### config.mk
export PLATFORM = sky130hd
export DESIGN_NAME = rau_ctrl
export DESIGN_NICKNAME = d
export VERILOG_FILES = /design/src/sv/rau_pkg.sv /design/src/sv/rau_ctrl.sv
export SDC_FILE = /design/constraint.sdc
export NUM_CORES = 1
export LEC_CHECK = 0
export ABC_AREA = 1
export BUFFER_PORTS_ARGS = -buffer_cell sky130_fd_sc_hd__buf_4
export CORE_MARGIN = 4
export CORE_UTILIZATION = 45
export CTS_BUF_LIST = sky130_fd_sc_hd__clkbuf_4
export DETAILED_ROUTE_END_ITERATION = 7
export PLACE_DENSITY = 0.67
export SLEW_MARGIN = 20
export SYNTH_ARGS = -nofsm -noshare
export SYNTH_HDL_FRONTEND = slang
export SYNTH_SLANG_ARGS = --single-unit
### constraint.sdc
create_clock -name clk -period 2.12 [get_ports clk]
set_clock_uncertainty 0.15 [all_clocks]
set_input_delay 0.106 -clock clk [delete_from_list [all_inputs] [get_ports clk]]
set_output_delay 0.106 -clock clk [all_outputs]
set_load 0.05 [all_outputs]
### src/sv/rau_pkg.sv
// ----------------------------------------------------------------------------
// rau_pkg: shared types and constants of the rational arithmetic unit
// Command and status codes, widths, and the control/status bundles that
// join the controller and the datapath.
// ----------------------------------------------------------------------------
`timescale 1ns / 1ps
`default_nettype none

package rau_pkg;

  // Signed width that a reduced result must fit
  localparam int VALUE_WIDTH = 32;
  // Magnitude width of cross products and their sum
  localparam int MAG_W       = 64;
  // One quotient bit per divider step
  localparam int DIV_STEPS   = MAG_W;
  localparam int CNT_W       = $clog2(DIV_STEPS + 1);

  localparam logic [MAG_W-1:0] MAX_POS = (MAG_W'(1) << (VALUE_WIDTH - 1)) - MAG_W'(1);

  typedef enum logic [3:0] {
    CMD_REDUCE  = 4'd0,
    CMD_ADD     = 4'd1,
    CMD_SUB     = 4'd2,
    CMD_MUL     = 4'd3,
    CMD_DIV     = 4'd4,
    CMD_LESS    = 4'd5,
    CMD_GREATER = 4'd6,
    CMD_EQUAL   = 4'd7,
    CMD_NEQUAL  = 4'd8
  } cmd_t;

  typedef enum logic [1:0] {
    ST_OK       = 2'd0,
    ST_ZERO_DEN = 2'd1,
    ST_DIV_ZERO = 2'd2,
    ST_OVERFLOW = 2'd3
  } status_t;

  // Cross product selectors
  typedef enum logic [1:0] {
    PR_LN_RD = 2'd0,
    PR_RN_LD = 2'd1,
    PR_LD_RD = 2'd2,
    PR_LN_RN = 2'd3
  } prod_t;

  typedef struct packed {
    logic  load;
    logic  mul;
    prod_t mul_sel;
    logic  setup;
    logic  gcd;
    logic  div_init;
    logic  div;
    logic  fin;
  } dp_cmd_t;

  typedef struct packed {
    logic early;
    logic gcd_done;
    logic out_full;
  } dp_stat_t;

endpackage

`default_nettype wire

### src/sv/rau_ctrl.sv
// ----------------------------------------------------------------------------
// rau_ctrl: sequencer of the rational arithmetic unit
// Steps one request: products, setup, gcd and division unless early, output.
// ----------------------------------------------------------------------------
`timescale 1ns / 1ps
`default_nettype none

module rau_ctrl (
  input  wire                     clk,
  input  wire                     rst_n,
  input  wire                     in_fire,
  input  wire                     out_tready,
  output logic                    in_tready,
  output rau_pkg::dp_cmd_t        cmd,
  input  wire rau_pkg::dp_stat_t  stat
);

  typedef enum logic [5:0] {
    S_IDLE  = 6'b000001,
    S_MUL   = 6'b000010,
    S_SETUP = 6'b000100,
    S_GCD   = 6'b001000,
    S_DIV   = 6'b010000,
    S_FIN   = 6'b100000
  } state_t;

  state_t                     state_r, state_nxt;
  logic [1:0]                 mul_cnt_r, mul_cnt_nxt;
  logic [rau_pkg::CNT_W-1:0]  div_cnt_r, div_cnt_nxt;

  // Next state and commands
  always_comb begin
    state_nxt   = state_r;
    mul_cnt_nxt = mul_cnt_r;
    div_cnt_nxt = div_cnt_r;
    cmd         = '0;
    cmd.mul_sel = rau_pkg::prod_t'(mul_cnt_r);
    unique case (state_r)
      S_IDLE: begin
        if (in_fire) begin
          cmd.load    = 1'b1;
          mul_cnt_nxt = 2'd0;
          state_nxt   = S_MUL;
        end
      end
      S_MUL: begin
        cmd.mul     = 1'b1;
        mul_cnt_nxt = mul_cnt_r + 2'd1;
        if (mul_cnt_r == 2'd3) begin
          state_nxt = S_SETUP;
        end
      end
      S_SETUP: begin
        cmd.setup = 1'b1;
        state_nxt = stat.early ? S_FIN : S_GCD;
      end
      S_GCD: begin
        if (stat.gcd_done) begin
          cmd.div_init = 1'b1;
          div_cnt_nxt  = '0;
          state_nxt    = S_DIV;
        end else begin
          cmd.gcd = 1'b1;
        end
      end
      S_DIV: begin
        cmd.div     = 1'b1;
        div_cnt_nxt = div_cnt_r + rau_pkg::CNT_W'(1);
        if (div_cnt_r == rau_pkg::CNT_W'(rau_pkg::DIV_STEPS - 1)) begin
          state_nxt = S_FIN;
        end
      end
      S_FIN: begin
        if (!stat.out_full || out_tready) begin
          cmd.fin   = 1'b1;
          state_nxt = S_IDLE;
        end
      end
      default: state_nxt = S_IDLE;
    endcase
  end

  always_ff @(posedge clk) begin
    if (!rst_n) begin
      state_r   <= S_IDLE;
      mul_cnt_r <= '0;
      div_cnt_r <= '0;
    end else begin
      state_r   <= state_nxt;
      mul_cnt_r <= mul_cnt_nxt;
      div_cnt_r <= div_cnt_nxt;
    end
  end

  assign in_tready = (state_r == S_IDLE);

  a_early_to_fin: assert property (@(posedge clk) disable iff (!rst_n)
    (state_r == S_SETUP && stat.early) |=> (state_r == S_FIN))
    else $error("early outcome did not go straight to output");

  a_div_cnt_range: assert property (@(posedge clk) disable iff (!rst_n)
    div_cnt_r <= rau_pkg::CNT_W'(rau_pkg::DIV_STEPS))
    else $error("divider step count out of range");

  a_gcd_held: assert property (@(posedge clk) disable iff (!rst_n)
    (state_r == S_DIV) |-> stat.gcd_done)
    else $error("gcd operands changed during division");

endmodule

`default_nettype wire

==> key figures, run 1 <==
Global route
  • First-pass GRT wire length: 3310 µm
  • Initial antenna violation count: 0
  • Global route overflow: 0
  • Largest net degree at the start of global routing: 9
  • Number of global-route vias before repair: 798
  • GRT Util Overall: 0.160

Critical path
  • Critical Path AT: 1950 ps
  • Worst path max stage delay: 530 ps
  • CP Depth: 5
  • Crit path capture type: flip-flop
  • Crit Path Category: flip-flop to flip-flop
  • Buf+Inv Stages, Crit Path: 1
  • Reg2Reg Setup Slack: 250 ps
  • Critical Path Start: state_r[5]$_SDFFE_PN0P_
  • CP endpoint: state_r[3]$_SDFFE_PN0P_
  • Reg2Reg Depth: 5
  • Largest delay contributor family on the critical path: simple AND/OR/NAND/NOR gates
  • RR Endpoint: state_r[3]$_SDFFE_PN0P_
  • Crit Reg-Reg Startpoint: state_r[5]$_SDFFE_PN0P_
  • CP required: approximately 2200 ps
  • CP cell instances: nor2_2 > nand3_1 > nor2_1 > o21a_1 > dlygate4sd3_1
  • CP Launch Type: flip-flop
  • CP max stage cell: dlygate4sd3_1
  • Crit path max fanout: 5

Detailed routing
  • # DRC: 0
  • Final ANT Viol Nets: 0
  • Vias: 859
  • Vias per inst: 4.85
  • Routed len/inst: 11.0 µm
  • DR pass1 iterations: 6
  • Final WL: 1950 µm
  • DRT iter0 DRCs: 26

Yosys
  • Syn avg cell area: between 6 and 7 µm²
  • Seq/Total Area, Yosys: 0.335
  • Syn Nets: 139
  • Gate Count Post-Synth: 130
  • Seq cells post-synth: 15
  • Synth area leader: dfxtp_1
  • Cell Area, Synth: 897 µm²
  • Share of the synthesized area in the top cell type: 0.335
  • Top cells by area, synth: dfxtp_1, nand2_1, nor2_1
  • Count of cell types in the netlist: 22
  • Ys Warns: 0

Cells and area
  • Most common cell after layout, fill and taps aside: nand2_1
  • Most frequent cells in the layout: nand2_1, nor2_1, inv_1
  • Layout cells sized above 1: 0.257
  • Antenna diodes: 0
  • Multi-input gate area: between 500 and 600 µm²
  • Register Area: 300 µm²
  • Fill cells: 188
  • Nets: about 160
  • P&R area growth vs syn: 22.0%
  • Final non-filler cell total: 177

STA
  • Setup violators final: 0
  • Final Max Tran Viols: 0
  • Min Tclk post-route: 1870 ps
  • RSZ-0062 raised after global routing: false
  • Worst rel slew slack: 0.796
  • Hold Slack: 9.59 ps
  • Crit share post-route: 0.884
  • Least-Margin Pin Slew: around 300 ps
  • Setup TNS: 0 ps
  • Fin. Hold Viols: 0
  • Fmax: 534 MHz

Floorplanning
  • Floorplan core area: approximately 1800 µm²
  • Die Ht: 52.7 µm
  • Die width: ~53 µm
  • Die area: 2770 µm²
  • Rows: 15
  • Initial core utilization: 0.498
  • Top Ports: 17

Clocking
  • Hold buffers post-CTS: 2
  • Worst-Skew Late Latency: 280 ps
  • Root Buffer: clkbuf_4
  • Post-CTS Setup Inserts: 0
  • TritonCTS clock tree: done
  • Clock Tree Buf Depth: 2
  • CTS resizes: 0
  • CTS Buf Count: 3
  • Sink Count: 15
  • # H-tree levels: 1
  • CTS clk-pin slew, worst paths: 90 ps

Power
  • Sw power: between 0.2 and 0.3 mW
  • Seq pwr share: 0.432
  • Cell area power density: 669 nW/µm²
  • Cell-internal power: 0.458 mW
  • Sw frac: 0.375
  • Gate power share: 0.316
  • Leak pwr: about 0.52 nW
  • Clock power share: 0.252
  • IR drop worst, VDD: roughly 0.00047 V

Hold path
  • HP Class: primary input to flip-flop
  • Min-Delay Startpoint: in_fire

Job
  • Maximum capacitance violations: 0

Placement
  • IO buf count: 16
  • Final HPWL DP: between 1500 and 2000 µm
  • Placer congestion estimate: 0.802
  • Placed Cells incl. Taps: about 170

Outcome
  • Outcome: completed
sequential cells by signal, summed over array words and instances (netlist names):
signal and count:
div_cnt_r 7, mul_cnt_r 2, state_r 6
routing by layer:
layer | GRT usage | vias up | share of wire
li1 | - | 456 | -
met1 | 0.215 | 378 | 0.49
met2 | 0.240 | 21 | 0.43
met3 | 0.0427 | 4 | 0.074
met4 | 0.0638 | 0 | 0.014
met5 | 0 | - | 0
synthesized netlist by cell type:
master    n
o21ai_2   1
inv_1    19
nand2_2   3
nor2_1   20
nor2_2    3
nand2_1  23
a21oi_2   4
buf_6     1
nor2_4    5
a21oi_1   9
nand4_1   1
o21ai_0   3
o21a_1    2
inv_6     1
xor2_1    1
a31oi_1   1
ha_1      2
nor3_2    1
nand3_1  10
dfxtp_1  15
o21ai_1   2
nor3_1    3
power groups by stage:
stage	Combinational (mW)	Clock (mW)	Sequential, mW
6_report	0.231	0.185	0.316
5_1_grt	0.254	0.201	0.320
4_1_cts	0.231	0.189	0.316
3_5_place_dp	0.229	0	0.322
3_3_place_gp	0.227	0	0.321
2_1_floorplan	0.164	0	0.325
worst min-delay path by stage:
stage               depth (start not counted)                 endpoint  slack, ps
finish                                      4  state_r[0]$_SDFFE_PN1P_         10
global route                                4  state_r[0]$_SDFFE_PN1P_         20
CTS                                         4  state_r[0]$_SDFFE_PN1P_          3
detailed placement                          2  state_r[3]$_SDFFE_PN0P_        240
global placement                            2  state_r[3]$_SDFFE_PN0P_        240
floorplan                                   1  state_r[3]$_SDFFE_PN0P_         70
stage by stage:
step,setup slack [ps],power (mW),utilization,area (µm²)
after floorplan,216,0.489,-,897
after global placement,521,0.549,0.580,1040
after detailed placement,523,0.551,0.580,1040
after CTS,249,0.736,0.608,1090
after global routing,141,0.775,0.608,1090
final,247,0.732,0.608,1090
tightest hold or removal path: cells and delay by family:
kind	cells	cell delay, ps
and+or+nand+nor	1	60
buffers and inverters	2	190
AOI/OAI and AO/OA	1	70
cell families after synthesis:
family | share of synthesized area
buffers and inverters | 0.102
AOI/OAI and AO/OA | 0.151
xor gates and xnor gates | 0.00976
DFF | 0.335
and+or+nand+nor | 0.375
adders and majority gates | 0.0279
cell type report:
| class | count | share of cell area |
|---|---|---|
| Clock buffer | 4 | 0.0274 |
| Timing Repair Buffer | 19 | 0.135 |
| Sequential cell | 15 | 0.274 |
| Tap cell | 25 | 0.0286 |
| Multi-Input combinational cell | 94 | 0.462 |
| Inverter | 20 | 0.0731 |
(Power assumes the default switching activity.)
==> inputs of run 2 (changes only) <==
CORE_ASPECT_RATIO = 0.8   (was not set)
==> run 2 against run 1 <==
Clock power decreased by 9.7%. Critical path depth decreased by 1. Design area increased by 0.57%. Worst hold slack improved by 17 ps. Via count increased by 0.58%. Global-route usage decreased by 0.53 points. Highest routed layer unchanged.
==> key figures, run 2 (synthesis results as in run 1) <==
Outcome
  • Outcome: completed

Clocking
  • Sink Count: 15 (unchanged)
  • CTS clk-pin slew, worst paths: 100 ps (about the same)
  • Worst-Skew Late Latency: 290 ps (about the same)
  • Root Buffer: clkbuf_4
  • TritonCTS clock tree: done
  • # H-tree levels: 1 (unchanged)
  • CTS Buf Count: 3 (unchanged)
  • CTS resizes: 0 (unchanged)
  • Clock Tree Buf Depth: 2 (unchanged)

Job
  • Maximum capacitance violations: 0 (unchanged)

Critical path
  • Critical Path AT: 1520 ps (-430 ps)
  • Crit path max fanout: 5 (unchanged)
  • CP Launch Type: flip-flop
  • CP cell instances: nor2_2 > nand3_1 > nor2_4 > buf_4
  • Buf+Inv Stages, Crit Path: 1 (unchanged)
  • CP max stage cell: dfxtp_1
  • Crit path capture type: primary output
  • Worst path max stage delay: 360 ps (-170 ps)
  • CP required: 1860 ps (-340 ps)
  • Largest delay contributor family on the critical path: simple AND/OR/NAND/NOR gates
  • Crit Path Category: flip-flop to primary output

Power
  • Sw power: 0.271 mW (-1.3%)
  • Gate power share: 0.323 (+0.007)
  • Leak pwr: 0.525 nW (+0.13%)
  • Sw frac: 0.379 (+0.00397)
  • Cell area power density: 650 nW/µm² (-2.9%)
  • IR drop worst, VDD: 0.000609 V (+29%)
  • Cell-internal power: 0.444 mW (-2.9%)
  • Seq pwr share: 0.443 (+0.011)
  • Clock power share: 0.234 (-0.018)

Cells and area
  • Fin area: 1100 µm² (+0.57%)
  • P&R area growth vs syn: 22.7%
  • Layout cells sized above 1: 0.255 (-0.00168)
  • Multi-input gate area: 505 µm² (unchanged)
  • Largest regs: div_cnt_r (7), state_r (6), mul_cnt_r (2)
  • Max reg flops: 7 (unchanged)
  • Most frequent cells in the layout: nand2_1, nor2_1, inv_1
  • Top reg by flops: div_cnt_r
  • Fill cells: 197 (+4.8%)
  • Antenna diodes: 0 (unchanged)
  • Most common cell after layout, fill and taps aside: nand2_1
  • Register Area: 300 µm² (unchanged)
  • Nets: 163 (+0.62%)

Detailed routing
  • DRT iter0 DRCs: 30 (+15%)
  • Routed len/inst: 11.0 µm (unchanged)
  • Final ANT Viol Nets: 0 (unchanged)
  • # DRC: 0 (unchanged)
  • Vias: 864 (+0.58%)
  • Final WL: 1950 µm (unchanged)
  • DR pass1 iterations: 4 (-2)
  • Vias per inst: 4.88 (+0.58%)

Placement
  • Area after DPL: 1040 µm² (-0.12%)
  • Final HPWL DP: 1530 µm (-0.54%)
  • IO buf count: 16 (unchanged)
  • Placer congestion estimate: 0.811 (+1.1%)

Floorplanning
  • Floorplan core area: 1890 µm² (+5.0%)
  • Rows: 14 (-1)
  • Initial core utilization: 0.474 (-0.0237)
  • Top Ports: 17 (unchanged)
  • Die Ht: 47.9 µm (-9.0%)
  • Die width: 57.9 µm (+10%)
  • Die area: 2780 µm² (+0.16%)

Global route
  • Global route overflow: 0 (unchanged)
  • GRT Util Overall: 0.155 (-0.00527)
  • Number of global-route vias before repair: 779 (-2.4%)
  • Largest net degree at the start of global routing: 12 (+3)
  • First-pass GRT wire length: 3290 µm (-0.63%)
  • Initial antenna violation count: 0 (unchanged)

STA
  • Fmax: 563 MHz (+5.5%)
  • Crit share post-route: 0.838 (-0.0458)
  • Min Tclk post-route: 1780 ps (-97.1 ps)
  • Setup violators final: 0 (unchanged)
  • Final Max Tran Viols: 0 (unchanged)
  • Fin. Hold Viols: 0 (unchanged)
  • Setup TNS: 0 ps (unchanged)
  • Worst rel slew slack: 0.799 (+0.00237)
  • Least-Margin Pin Slew: 302 ps (-3.55 ps)
  • RSZ-0062 raised after global routing: false

Hold path
  • HP Class: primary input to flip-flop
==> run 2: cell count changes in the layout (fill, tap and decap cells not counted), sizes merged <==
cell         previous run  this run
clkbuf                  4         3
clkinv                  0         1
dlygate4sd3             2         3
==> run 2: power groups by stage <==
| stage | clock, mW | sequential (mW) | combinational (mW) |
|---|---|---|---|
| floorplan | 0 | 0.325 | 0.164 |
| global placement | 0 | 0.323 | 0.225 |
| detailed placement | 0 | 0.323 | 0.227 |
| CTS | 0.172 | 0.317 | 0.232 |
| global route | 0.190 | 0.320 | 0.255 |
| finish | 0.167 | 0.317 | 0.231 |
==> run 2: worst paths after layout <==
path / startpoint / endpoint / slack [ps] / cells past startpoint
max: state_r[5]$_SDFFE_PN0P_ / cmd[2] / 340 / 4
min: stat[1] / state_r[3]$_SDFFE_PN0P_ / 30 / 3
max reg2reg: div_cnt_r[0]$_SDFFE_PN0P_ / state_r[5]$_SDFFE_PN0P_ / 530 / 10
min reg2reg: mul_cnt_r[1]$_SDFFE_PN0P_ / mul_cnt_r[1]$_SDFFE_PN0P_ / 350 / 2
==> run 2: worst register-to-register path: stages (launching register included) <==
cell     delay, ps
dfxtp_1        390
ha_1           240
nand2_2         80
nor2_4         110
nand2_1         80
nand2_1        110
nand2_1         70
nor2_1         100
nand3_1         90
nand2_1         70
nor2_1          30
==> run 2: area by class of cell <==
type | instances | area share
Clock inverter | 1 | 0.00455
Timing Repair Buffer | 20 | 0.143
Inverter | 20 | 0.0727
Clock buffer | 3 | 0.0205
Sequential cell | 15 | 0.273
Tap cell | 24 | 0.0273
Multi-Input combinational cell | 94 | 0.459
==> run 2: what timing repair did <==
action                                  in CTS  in global routing
hold endpoints to repair                     8                  0
setup buffers                                0                  0
hold buffers                                 3                  0
endpoints found under the setup margin       0                  0
==> run 2: through the flow <==
step                      power (mW)   util  std cells  setup WS (ps)  hold slack [ps]
after floorplan                0.489      -        130            216             73.5
after global placement         0.548  0.552        170            614              247
after detailed placement       0.551  0.552        170            557              252
after CTS                      0.721  0.582        177            346             19.3
after global routing           0.766  0.582        177            246             14.4
final                          0.716  0.582        177            344             26.2
==> run 2: layer usage <==
metal  GRT usage  part of all wire
met5           0                 0
met3      0.0512             0.052
met1       0.202              0.51
met4      0.0278            0.0031
met2       0.257              0.43
